**src/rtl/cbs_pkg.sv**
```systemverilog
// ----------------------------------------------------------------------------
// cbs_pkg
// Shared types and constants for the charlieplex bit-plane scanner.
// ----------------------------------------------------------------------------
`default_nettype none

package cbs_pkg;

  localparam int PIN_W     = 4;   // pin index width
  localparam int PLANE_W   = 4;   // bit plane width, planes 0..8
  localparam int LEVEL_W   = 8;   // brightness level width
  localparam int INDEX_W   = 7;   // led_index field width
  localparam int LAST_PLANE = 8;  // dark pass, no level bit behind it

  typedef enum logic {
    OP_WRITE = 1'b0,
    OP_TICK  = 1'b1
  } opcode_t;

  // Scan position of the slot being read.
  typedef struct packed {
    logic [PIN_W-1:0]   anode;
    logic [PIN_W-1:0]   cathode;
    logic [PLANE_W-1:0] plane;
    logic               pass_end;
  } slot_info_t;

endpackage

`default_nettype wire

```
**src/rtl/charlieplex_bitplane_scanner.sv**
```systemverilog
// ----------------------------------------------------------------------------
// charlieplex_bitplane_scanner
// Bit-plane scanner for a charlieplexed LED ring with a per-LED level store.
// ----------------------------------------------------------------------------
//
// Channel  Dir  Beat content
// -------  ---  --------------------------------------------------------------
// s_*      in   tuser = opcode (write level / tick), tdata = led_index, level
// m_*      out  one beat per tick: anode, cathode, lit, plane; tlast = pass end
//
// One input beat per cycle while s_tready is high, writes and ticks alike. A
// tick's result passes through the frame store read port and then the output
// register before it shows on m_*. Reset clears the per-LED valid bits, so
// there is no clearing pass; unwritten LEDs read as level zero. A full output
// register holds while m_tready is low, the read stage holds behind it, and
// s_tready drops only while both stages hold a beat and m_tready is low.
// ----------------------------------------------------------------------------
`default_nettype none

module charlieplex_bitplane_scanner #(
  parameter int NUM_PINS = 10
) (
  input  wire         clk,
  input  wire         rst,
  // input beats
  input  wire         s_tvalid,
  output logic        s_tready,
  input  wire  [15:0] s_tdata,   // [6:0] led_index, [14:7] level, [15] zero
  input  wire         s_tuser,   // [0] opcode
  // result beats
  output logic        m_tvalid,
  input  wire         m_tready,
  output logic [15:0] m_tdata,   // [3:0] anode_pin, [7:4] cathode_pin, [8] lit,
                                 // [12:9] plane, [15:13] zero
  output logic        m_tlast    // pass_end
);

  localparam int NUM_LEDS = NUM_PINS * (NUM_PINS - 1);
  localparam int SLOT_W   = $clog2(NUM_LEDS);
  localparam int CMP_W    = (SLOT_W > cbs_pkg::INDEX_W) ? SLOT_W : cbs_pkg::INDEX_W;
  localparam logic [cbs_pkg::PLANE_W-1:0] DARK_PLANE =
    cbs_pkg::PLANE_W'(cbs_pkg::LAST_PLANE);

  // input beat decode
  logic                          in_accept;
  cbs_pkg::opcode_t              opcode;
  logic [cbs_pkg::INDEX_W-1:0]   led_index;
  logic [cbs_pkg::LEVEL_W-1:0]   level;
  logic [CMP_W-1:0]              index_ext;
  logic                          wr_en;
  logic                          tick;
  logic [SLOT_W-1:0]             wr_addr;

  assign in_accept = s_tvalid && s_tready;
  assign opcode    = cbs_pkg::opcode_t'(s_tuser);
  assign led_index = s_tdata[6:0];
  assign level     = s_tdata[14:7];
  assign index_ext = CMP_W'(led_index);
  assign wr_addr   = index_ext[SLOT_W-1:0];
  // out-of-range writes are dropped
  assign wr_en     = in_accept && (opcode == cbs_pkg::OP_WRITE) &&
                     (index_ext < CMP_W'(NUM_LEDS));
  assign tick      = in_accept && (opcode == cbs_pkg::OP_TICK);

  // scan sequencer
  logic [SLOT_W-1:0]   rd_addr;
  cbs_pkg::slot_info_t cur_info;

  cbs_scan_ctrl #(
    .NUM_PINS (NUM_PINS)
  ) u_scan (
    .clk       (clk),
    .rst       (rst),
    .advance   (tick),
    .slot_addr (rd_addr),
    .info      (cur_info)
  );

  // frame store; read data holds while no tick is taken
  logic [cbs_pkg::LEVEL_W-1:0] rd_level;

  cbs_ram #(
    .WIDTH (cbs_pkg::LEVEL_W),
    .DEPTH (NUM_LEDS)
  ) u_store (
    .clk   (clk),
    .we    (wr_en),
    .waddr (wr_addr),
    .wdata (level),
    .re    (tick),
    .raddr (rd_addr),
    .rdata (rd_level)
  );

  // per-LED written flags stand in for clearing the store at reset
  logic [NUM_LEDS-1:0] written;

  always_ff @(posedge clk) begin
    if (rst) begin
      written <= '0;
    end else if (wr_en) begin
      written[wr_addr] <= 1'b1;
    end
  end

  // read stage
  logic                s1_valid;
  cbs_pkg::slot_info_t s1_info;
  logic                s1_written;
  logic                out_free;
  logic                s1_move;

  assign out_free = !m_tvalid || m_tready;
  assign s1_move  = s1_valid && out_free;
  assign s_tready = !s1_valid || out_free;

  always_ff @(posedge clk) begin
    if (rst) begin
      s1_valid <= 1'b0;
    end else if (s_tready) begin
      s1_valid <= tick;
    end
  end

  always_ff @(posedge clk) begin
    if (tick) begin
      s1_info    <= cur_info;
      s1_written <= written[rd_addr];
    end
  end

  // lit: selected plane bit, dark on the ninth pass
  logic lit_next;

  always_comb begin
    if (s1_written && (s1_info.plane != DARK_PLANE) && (s1_info.plane < DARK_PLANE)) begin
      lit_next = rd_level[s1_info.plane[2:0]];
    end else begin
      lit_next = 1'b0;
    end
  end

  // output register
  always_ff @(posedge clk) begin
    if (rst) begin
      m_tvalid <= 1'b0;
    end else if (out_free) begin
      m_tvalid <= s1_valid;
    end
  end

  always_ff @(posedge clk) begin
    if (s1_move) begin
      m_tdata <= {3'b000, s1_info.plane, lit_next, s1_info.cathode, s1_info.anode};
      m_tlast <= s1_info.pass_end;
    end
  end

endmodule

`default_nettype wire

```
**src/rtl/cbs_ram.sv**
```systemverilog
// ----------------------------------------------------------------------------
// cbs_ram
// Generic single-write, single-read RAM with registered read data.
// ----------------------------------------------------------------------------
`default_nettype none

module cbs_ram #(
  parameter int WIDTH = 8,
  parameter int DEPTH = 90
) (
  input  wire                       clk,
  input  wire                       we,
  input  wire [$clog2(DEPTH)-1:0]   waddr,
  input  wire [WIDTH-1:0]           wdata,
  input  wire                       re,
  input  wire [$clog2(DEPTH)-1:0]   raddr,
  output logic [WIDTH-1:0]          rdata
);

  logic [WIDTH-1:0] mem [DEPTH];

  always_ff @(posedge clk) begin
    if (we) begin
      mem[waddr] <= wdata;
    end
    if (re) begin
      rdata <= mem[raddr];
    end
  end

endmodule

`default_nettype wire

```
**src/rtl/cbs_scan_ctrl.sv**
```systemverilog
// ----------------------------------------------------------------------------
// cbs_scan_ctrl
// Slot sequencer: anode from top pin down, cathodes ascending, planes 0..8.
// ----------------------------------------------------------------------------
`default_nettype none

module cbs_scan_ctrl #(
  parameter int NUM_PINS = 10
) (
  input  wire                                        clk,
  input  wire                                        rst,
  input  wire                                        advance,
  output logic [$clog2(NUM_PINS*(NUM_PINS-1))-1:0]   slot_addr,
  output cbs_pkg::slot_info_t                        info
);

  localparam int NUM_LEDS = NUM_PINS * (NUM_PINS - 1);
  localparam int SLOT_W   = $clog2(NUM_LEDS);
  localparam logic [cbs_pkg::PIN_W-1:0] TOP_PIN = cbs_pkg::PIN_W'(NUM_PINS - 1);
  localparam logic [cbs_pkg::PIN_W-1:0] LAST_POS = cbs_pkg::PIN_W'(NUM_PINS - 2);
  localparam logic [cbs_pkg::PLANE_W-1:0] LAST_PLANE_C =
    cbs_pkg::PLANE_W'(cbs_pkg::LAST_PLANE);

  logic [SLOT_W-1:0]           slot;
  logic [cbs_pkg::PIN_W-1:0]   anode;
  logic [cbs_pkg::PIN_W-1:0]   pos;
  logic [cbs_pkg::PLANE_W-1:0] plane;
  logic                        group_end;
  logic                        last;

  assign group_end = (pos == LAST_POS);
  assign last      = group_end && (anode == '0);

  always_ff @(posedge clk) begin
    if (rst) begin
      slot  <= '0;
      anode <= TOP_PIN;
      pos   <= '0;
      plane <= '0;
    end else if (advance) begin
      if (last) begin
        slot  <= '0;
        anode <= TOP_PIN;
        pos   <= '0;
        plane <= (plane == LAST_PLANE_C) ? '0 : plane + 1'b1;
      end else if (group_end) begin
        slot  <= slot + 1'b1;
        anode <= anode - 1'b1;
        pos   <= '0;
      end else begin
        slot  <= slot + 1'b1;
        pos   <= pos + 1'b1;
      end
    end
  end

  // Cathode skips over the anode pin.
  always_comb begin
    info.anode    = anode;
    info.cathode  = (pos < anode) ? pos : pos + 1'b1;
    info.plane    = plane;
    info.pass_end = last;
  end

  assign slot_addr = slot;

endmodule

`default_nettype wire

```
**config.mk**
```make
export PLATFORM = sky130hd
export DESIGN_NAME = charlieplex_bitplane_scanner
export DESIGN_NICKNAME = d
export VERILOG_FILES = /design/src/rtl/cbs_pkg.sv /design/src/rtl/charlieplex_bitplane_scanner.sv /design/src/rtl/cbs_ram.sv /design/src/rtl/cbs_scan_ctrl.sv
export SDC_FILE = /design/constraint.sdc
export NUM_CORES = 1
export LEC_CHECK = 0
export ABC_AREA = 1
export BUFFER_PORTS_ARGS = -buffer_cell sky130_fd_sc_hd__buf_4
export CAP_MARGIN = 0
export CORE_UTILIZATION = 50
export DETAILED_ROUTE_END_ITERATION = 12
export GPL_TIMING_DRIVEN = 0
export PLACE_DENSITY = 0.65
export SLEW_MARGIN = 15
export SYNTH_ARGS = -nofsm -noshare
export SYNTH_HDL_FRONTEND = slang
export SYNTH_SLANG_ARGS = --single-unit
```
**constraint.sdc**
```tcl
create_clock -name clk -period 3.8 [get_ports clk]
set_clock_uncertainty 0.1 [all_clocks]
set_input_delay 0.19 -clock clk [delete_from_list [all_inputs] [get_ports clk]]
set_output_delay 0.19 -clock clk [all_outputs]
set_load 0.01 [all_outputs]
```
== Word-level counts from Yosys, hierarchy flattened ==
Memory sizes are Yosys's and may differ from the RTL's. A register that Yosys moved wholly into a read port is not among the register bits.
Cells that the tools add are included.

* Flip-flop bits (word level): 139
* Bits in writable memories: 720
* Input bits: 21
* Word-level logic and storage cells: 64
* Memories: 1

{| class="wikitable"
|+ Memory list
! memory !! words !! bits a word !! read ports !! clocked after memory_dff !! wr ports !! RTL line !! RTL
|-
| u_store.mem || 90 || 8 || 1 || 1 || 1 || cbs_ram.sv:20 || <nowiki>logic [WIDTH-1:0] mem [DEPTH];</nowiki>
|}

* $add $sub $neg: 4
* $lt $le $gt $ge: 7
* Equal/unequal tests: 3
* Mux-type cells: 15
* Bitwise logic cells: 2
* Reduce and logical (&&, ||, !) cells: 17

{| class="wikitable"
|+ Operator list
! cell !! number
|-
| 90-bit OR || 1
|-
| 4-bit 2-to-1 mux || 6
|-
| 7-bit by 8-bit < comparator with 1-bit output (second input constant) || 2
|-
| 1-bit logical AND || 9
|-
| 4-bit by 1-bit adder with 4-bit output (second input constant) || 2
|-
| 4-bit equality test (second input constant) || 2
|-
| 7-bit by 1-bit adder with 7-bit output (second input constant) || 1
|-
| 1-bit binary-select mux with 7-bit select || 1
|-
| 1-bit demux with 7-bit select || 1
|-
| 7-bit by 1-bit greater-or-equal comparator with 1-bit output (second input constant) || 1
|-
| 7-bit < comparator (second input constant) || 1
|-
| 7-bit 2-to-1 mux || 1
|-
| 1-bit 2-to-1 mux || 5
|-
| 4-bit logical NOT || 1
|-
| 3-bit by 4-bit < comparator with 1-bit output (second input constant) || 1
|-
| 4-bit < comparator || 1
|-
| 4-bit < comparator (second input constant) || 1
|-
| 4-bit != test (second input constant) || 1
|-
| 2-bit AND reduction || 2
|-
| 4-bit by 1-bit subtractor with 4-bit output (second input constant) || 1
|-
| 1-bit binary-select mux with 3-bit select || 1
|-
| 1-bit logical NOT || 2
|-
| 1-bit logical OR || 2
|-
| 2-bit nonzero test || 1
|-
| 1-bit inverter || 1
|}

== Depth between registers and ports, before layout ==
* Depth after elaboration: 8
* Mapped depth: 17
* Gate-level depth less buffers: 14

== Modules after synthesis ==
From an unflattened synthesis, not the netlist that was laid out.

* Cell total of the unflattened synthesis: 3374
* Area, all modules: 36237.3 um^2

{| class="wikitable"
|+ Modules (own cells, without submodules)
! module !! times used !! cells each !! area each (um^2)
|-
| cbs_ram || 1 || 2511 || 29766.0
|-
| charlieplex_bitplane_scanner || 1 || 708 || 5371.4
|-
| cbs_scan_ctrl || 1 || 155 || 1099.8
|}

== Worst setup path before layout ==
Ideal clock, no wire load.

* Path kind: reg-to-reg
* Start point: register m_tvalid
* End point: memory u_store.mem[88][0] (enable)
* Data arrival time: 1.704 ns
* Path slack: 1.610 ns
* Cell stages (with the launch flop): 9
* Path buffers: 1
* Clock period less this slack: 2.190 ns
* Cells stage by stage: dfxtp_1 nand3_2 nand2_1 nor2_1 nand2_1 buf_6 nor2_1 nand2_1 nor3_1

* Word-level cells in the longest chain between the ends: 8

{| class="wikitable"
|+ Ends and longest elaborated chain
! element !! RTL line !! RTL
|-
| start, declared || charlieplex_bitplane_scanner.sv:31 || <nowiki>output logic m_tvalid,</nowiki>
|-
| start signal, assigned || charlieplex_bitplane_scanner.sv:148 || <nowiki>m_tvalid <= s1_valid;</nowiki>
|-
| 1-bit logical NOT || charlieplex_bitplane_scanner.sv:113 || <nowiki>assign out_free = !m_tvalid || m_tready;</nowiki>
|-
| 1-bit logical OR || charlieplex_bitplane_scanner.sv:113 ||
|-
| 1-bit logical OR || charlieplex_bitplane_scanner.sv:115 || <nowiki>assign s_tready = !s1_valid || out_free;</nowiki>
|-
| via s_tready || charlieplex_bitplane_scanner.sv:27 || <nowiki>output logic s_tready,</nowiki>
|-
| 1-bit logical AND || charlieplex_bitplane_scanner.sv:54 || <nowiki>assign in_accept = s_tvalid && s_tready;</nowiki>
|-
| 1-bit logical AND (2 in a row) || charlieplex_bitplane_scanner.sv:61 || <nowiki>assign wr_en = in_accept && (opcode == cbs_pkg::OP_WRITE) &&</nowiki>
|-
| 1-bit 2-to-1 mux || cbs_ram.sv:23 || <nowiki>if (we) begin</nowiki>
|-
| 1-bit 2-to-1 mux (implied by the code) || cbs_ram.sv:24 || <nowiki>mem[waddr] <= wdata;</nowiki>
|-
| end, declared || cbs_ram.sv:20 ||
|}

The timed path passes the listed nets, and every way through them passes these cells.

==> impl_metrics.ini <==
[grt]
antenna_found_initial = 0
gr-total-overflow = 0
grt_usage_pct = 29.38
grt_max_degree = 91
grt_pass1_wl_mm = 158.1
grt_pass1_vias = 24440

[setup_path]
path_class = reg2reg
critPathLaunchType = flop
required_ns = 4.08
crit_arrival_ns = 3.65
crit_fanout = 10
worstSetupEndpointType = flop

[worst_hold_path]
min_path_type = in2reg

[synth]
synth_area_um2 = 36600
synthAdderAreaFrac_pct = 0.3418
synth_area_per_cell_um2 = 10.40
synthCells = 3519
yosys_warnings = 0
synthSimpleGateAreaFrac_pct = 18.29
synth.distinct_cells = 44
ys_seq_area_share_pct = 68.09
ys_ff_latch = 867
synth_top_family_by_area = simple AND/OR/NAND/NOR gates
synth_compound_area_share_pct = 5.859
synth-xor-area-share_pct = 0.1196
synthMuxAreaShare_pct = 0.02735

[power]
combPwrFrac_pct = 6.8
cellLeakagePower_uw = 0.01650
power.switching_uw = 4780
powerDensity_nw_per_um2 = 502.6
clock_power_share_pct = 43.1
p_int_uw = 15910
total_power_uw = 20690
irDropWorstVdd_mv = 0.3763
switching_share_pct = 23.10
pwr-share-seq_pct = 50.2

[timing]
whs_ns = 0.04167
relSlewSlack_pct = 16.81
finalCritPeriodShare_pct = 88.73
tightest_slew_ns = 1.248
grt_setup_unrepaired = false
setup_tns_ns = 0
slew_violations = 0
period_needed_ns = 3.372
hold_violations = 0
setup_violations = 0
fin_ws_ns = 0.4281
max_freq_ghz = 0.2966

[routing]
viasPerCell = 5.629
drtAntennaViolNets = 0
routedWlPerCell_um = 23.29
drt-pass1-iter-count = 6
vias = 26370
drcViolationCount = 0
drtIter0Drc = 3508
totalWireLength_mm = 109.1

[clock_tree]
clkLatencyLatePin_ns = 0.64
cts-resized-gates = 0
clockBufferDepth = 3
postCtsSetupRepairBufs = 0
cts_inserted_buffers = 90
cts_tree = built
clk_pin_slew_worst_paths_ns = 0.07
cts-root-buf = clkbuf_16
cts-htree-levels = 3
clock-sinks = 867

[status]
outcome = finished clean

[finish]
final_cell_area_um2 = 41170
syn_to_final_growth_pct = 12.48
drive_gt1_share_pct = 8.811
nFillCells = 6107
nNetsFinal = 3687

[die]
die_y_um = 272.6
die_x_um = 272.6
dieArea_um2 = 74290
core_area_um2 = 71980
initial_core_util_pct = 50.85
num_io_pins = 40
rows = 98

[flow_run]
cap_violations = 0

[place]
place_worst_setup_slack_ns = 0.6452
dp_hpwl_mm = 71.61
io_buffer_count = 34
place_area_um2 = 38080
gp_congestion = 0.9415
==> power groups by stage <==
stage,registers (µW),logic [µW],clock network (µW)
global route,10400,1480,9310
finish,10400,1400,8910
CTS,10400,1350,8960
detailed placement,10600,1350,0
global placement,10600,1330,0
floorplan,10600,713,0
==> kinds of logic (layout without fill, tap and decap cells) <==
group	Yosys count	after routing
other	1	4
XOR/XNOR	5	5
adder cells (fa/ha/maj)	10	10
AO/OA/AOI/OAI	395	395
flip-flops	867	867
AND/OR/NAND/NOR	1620	1620
multiplexers	1	1
buffers and inverters	620	833
==> through the flow <==
step	util, %	instances
3_3_place_gp	52.87	4505
5_1_grt	57.20	4684
6_report	57.20	4685
4_1_cts	57.15	4682
2_1_floorplan	-	3521
3_5_place_dp	52.90	4506
==> cell usage in the layout (no fill, tap or decap), drive strengths merged, types with 8 or more instances in the layout <==
master and count:
a21oi 117, inv 431, dfxtp 111, o211ai 38
buf 172, nor3 25, or2 8, o22ai 17
clkinv 28, o21ai 205, nand3 315, clkbuf 185
nand2 913, edfxtp 756, nor2 350, ha 10
==> area by class of cell <==
class | count | area (µm²) | share of cell area (%)
multi-input cells | 2034 | 9044 | 21.97
plain buffers | 192 | 1047 | 2.544
well taps | 950 | 1189 | 2.887
repair buffers | 43 | 360.3 | 0.8752
flip-flops and latches | 867 | 24920 | 60.54
clock inverters | 41 | 425.4 | 1.033
diodes | 1 | 2.502 | 0.006078
clock buffers | 129 | 2571 | 6.245
inverters | 428 | 1609 | 3.908
==> worst max-delay path, stage by stage, from the launching register on <==
cell and delay (ns):
dfxtp_1 0.33, buf_2 0.25, buf_2 0.34, clkbuf_1 0.80, nor2_1 0.10, o21ai_0 0.11
nand3_1 0.14, nand3_1 0.16, nand2_1 0.07, nand3_1 0.24, nand2_1 0.13, nand2_1 0.19
nand2_1 0.12
==> cell usage after synthesis (all sizes together) <==
master   number  area, µm²
dfxtp       111       2222
o32ai         1      8.760
a21boi        1      7.510
inv         425       1598
xor2          5      43.79
edfxtp      756      22700
ha           10      125.1
o21ai       205       1026
or2           8      50.05
a31oi         2      12.51
o211ai       38      285.3
nand2       913       3435
nand4         5      31.28
nor3         25      241.5
o22ai        17      106.4
nor2        350       1321
clkinv        3      11.26
conb          1      3.750
o221ai        3      26.28
buf         136      835.8
nand3b        1      7.510
mux2i         1      10.01
clkbuf       56      211.5
nand3       315       1587
o21a          7      52.55
nor3b         3      22.52
a21oi       117      585.6
a221oi        1      8.760
o2111ai       2      17.52
a211oi        1      7.510
==> registers in the layout, summed over array words and instances (netlist names) <==
register and cells:
u_store.mem 720, s1_written 1, m_tlast 1, u_scan.pos 4, u_scan.anode 4, u_scan.slot_addr 7
s1_valid 1, m_tvalid 1, s1_info 13, u_store.rdata 8, m_tdata 13, written 90
u_scan.plane 4
==> path summary, 6_finish.rpt <==
| path | startpoint | endpoint | slack, ns | cells after the start |
|---|---|---|---|---|
| min reg2reg | s1_info[12]$_DFFE_PP_ | m_tdata[3]$_DFFE_PP_ | 0.32 | 0 |
| min | s_tdata[3] | written[25]$_SDFFE_PP0N_ | 0.04 | 5 |
| max | u_scan.slot_addr[1]$_SDFFE_PP0P_ | u_store.rdata[7]$_DFFE_PP_ | 0.43 | 12 |
| max reg2reg | u_scan.slot_addr[1]$_SDFFE_PP0P_ | u_store.rdata[7]$_DFFE_PP_ | 0.43 | 12 |
==> what timing repair did <==
action                                  CTS  global route
hold endpoints to repair                 12            16
hold buffers                              6             1
endpoints found under the setup margin    0             0
==> routing by layer <==
| metal | wire [µm] | global-route usage (%) |
|---|---|---|
| met3 | 11830 | 5.694 |
| met5 | 0 | 0 |
| met2 | 49570 | 45.71 |
| met4 | 4121 | 11.12 |
| met1 | 43620 | 41.04 |
(Power assumes the default switching activity.)
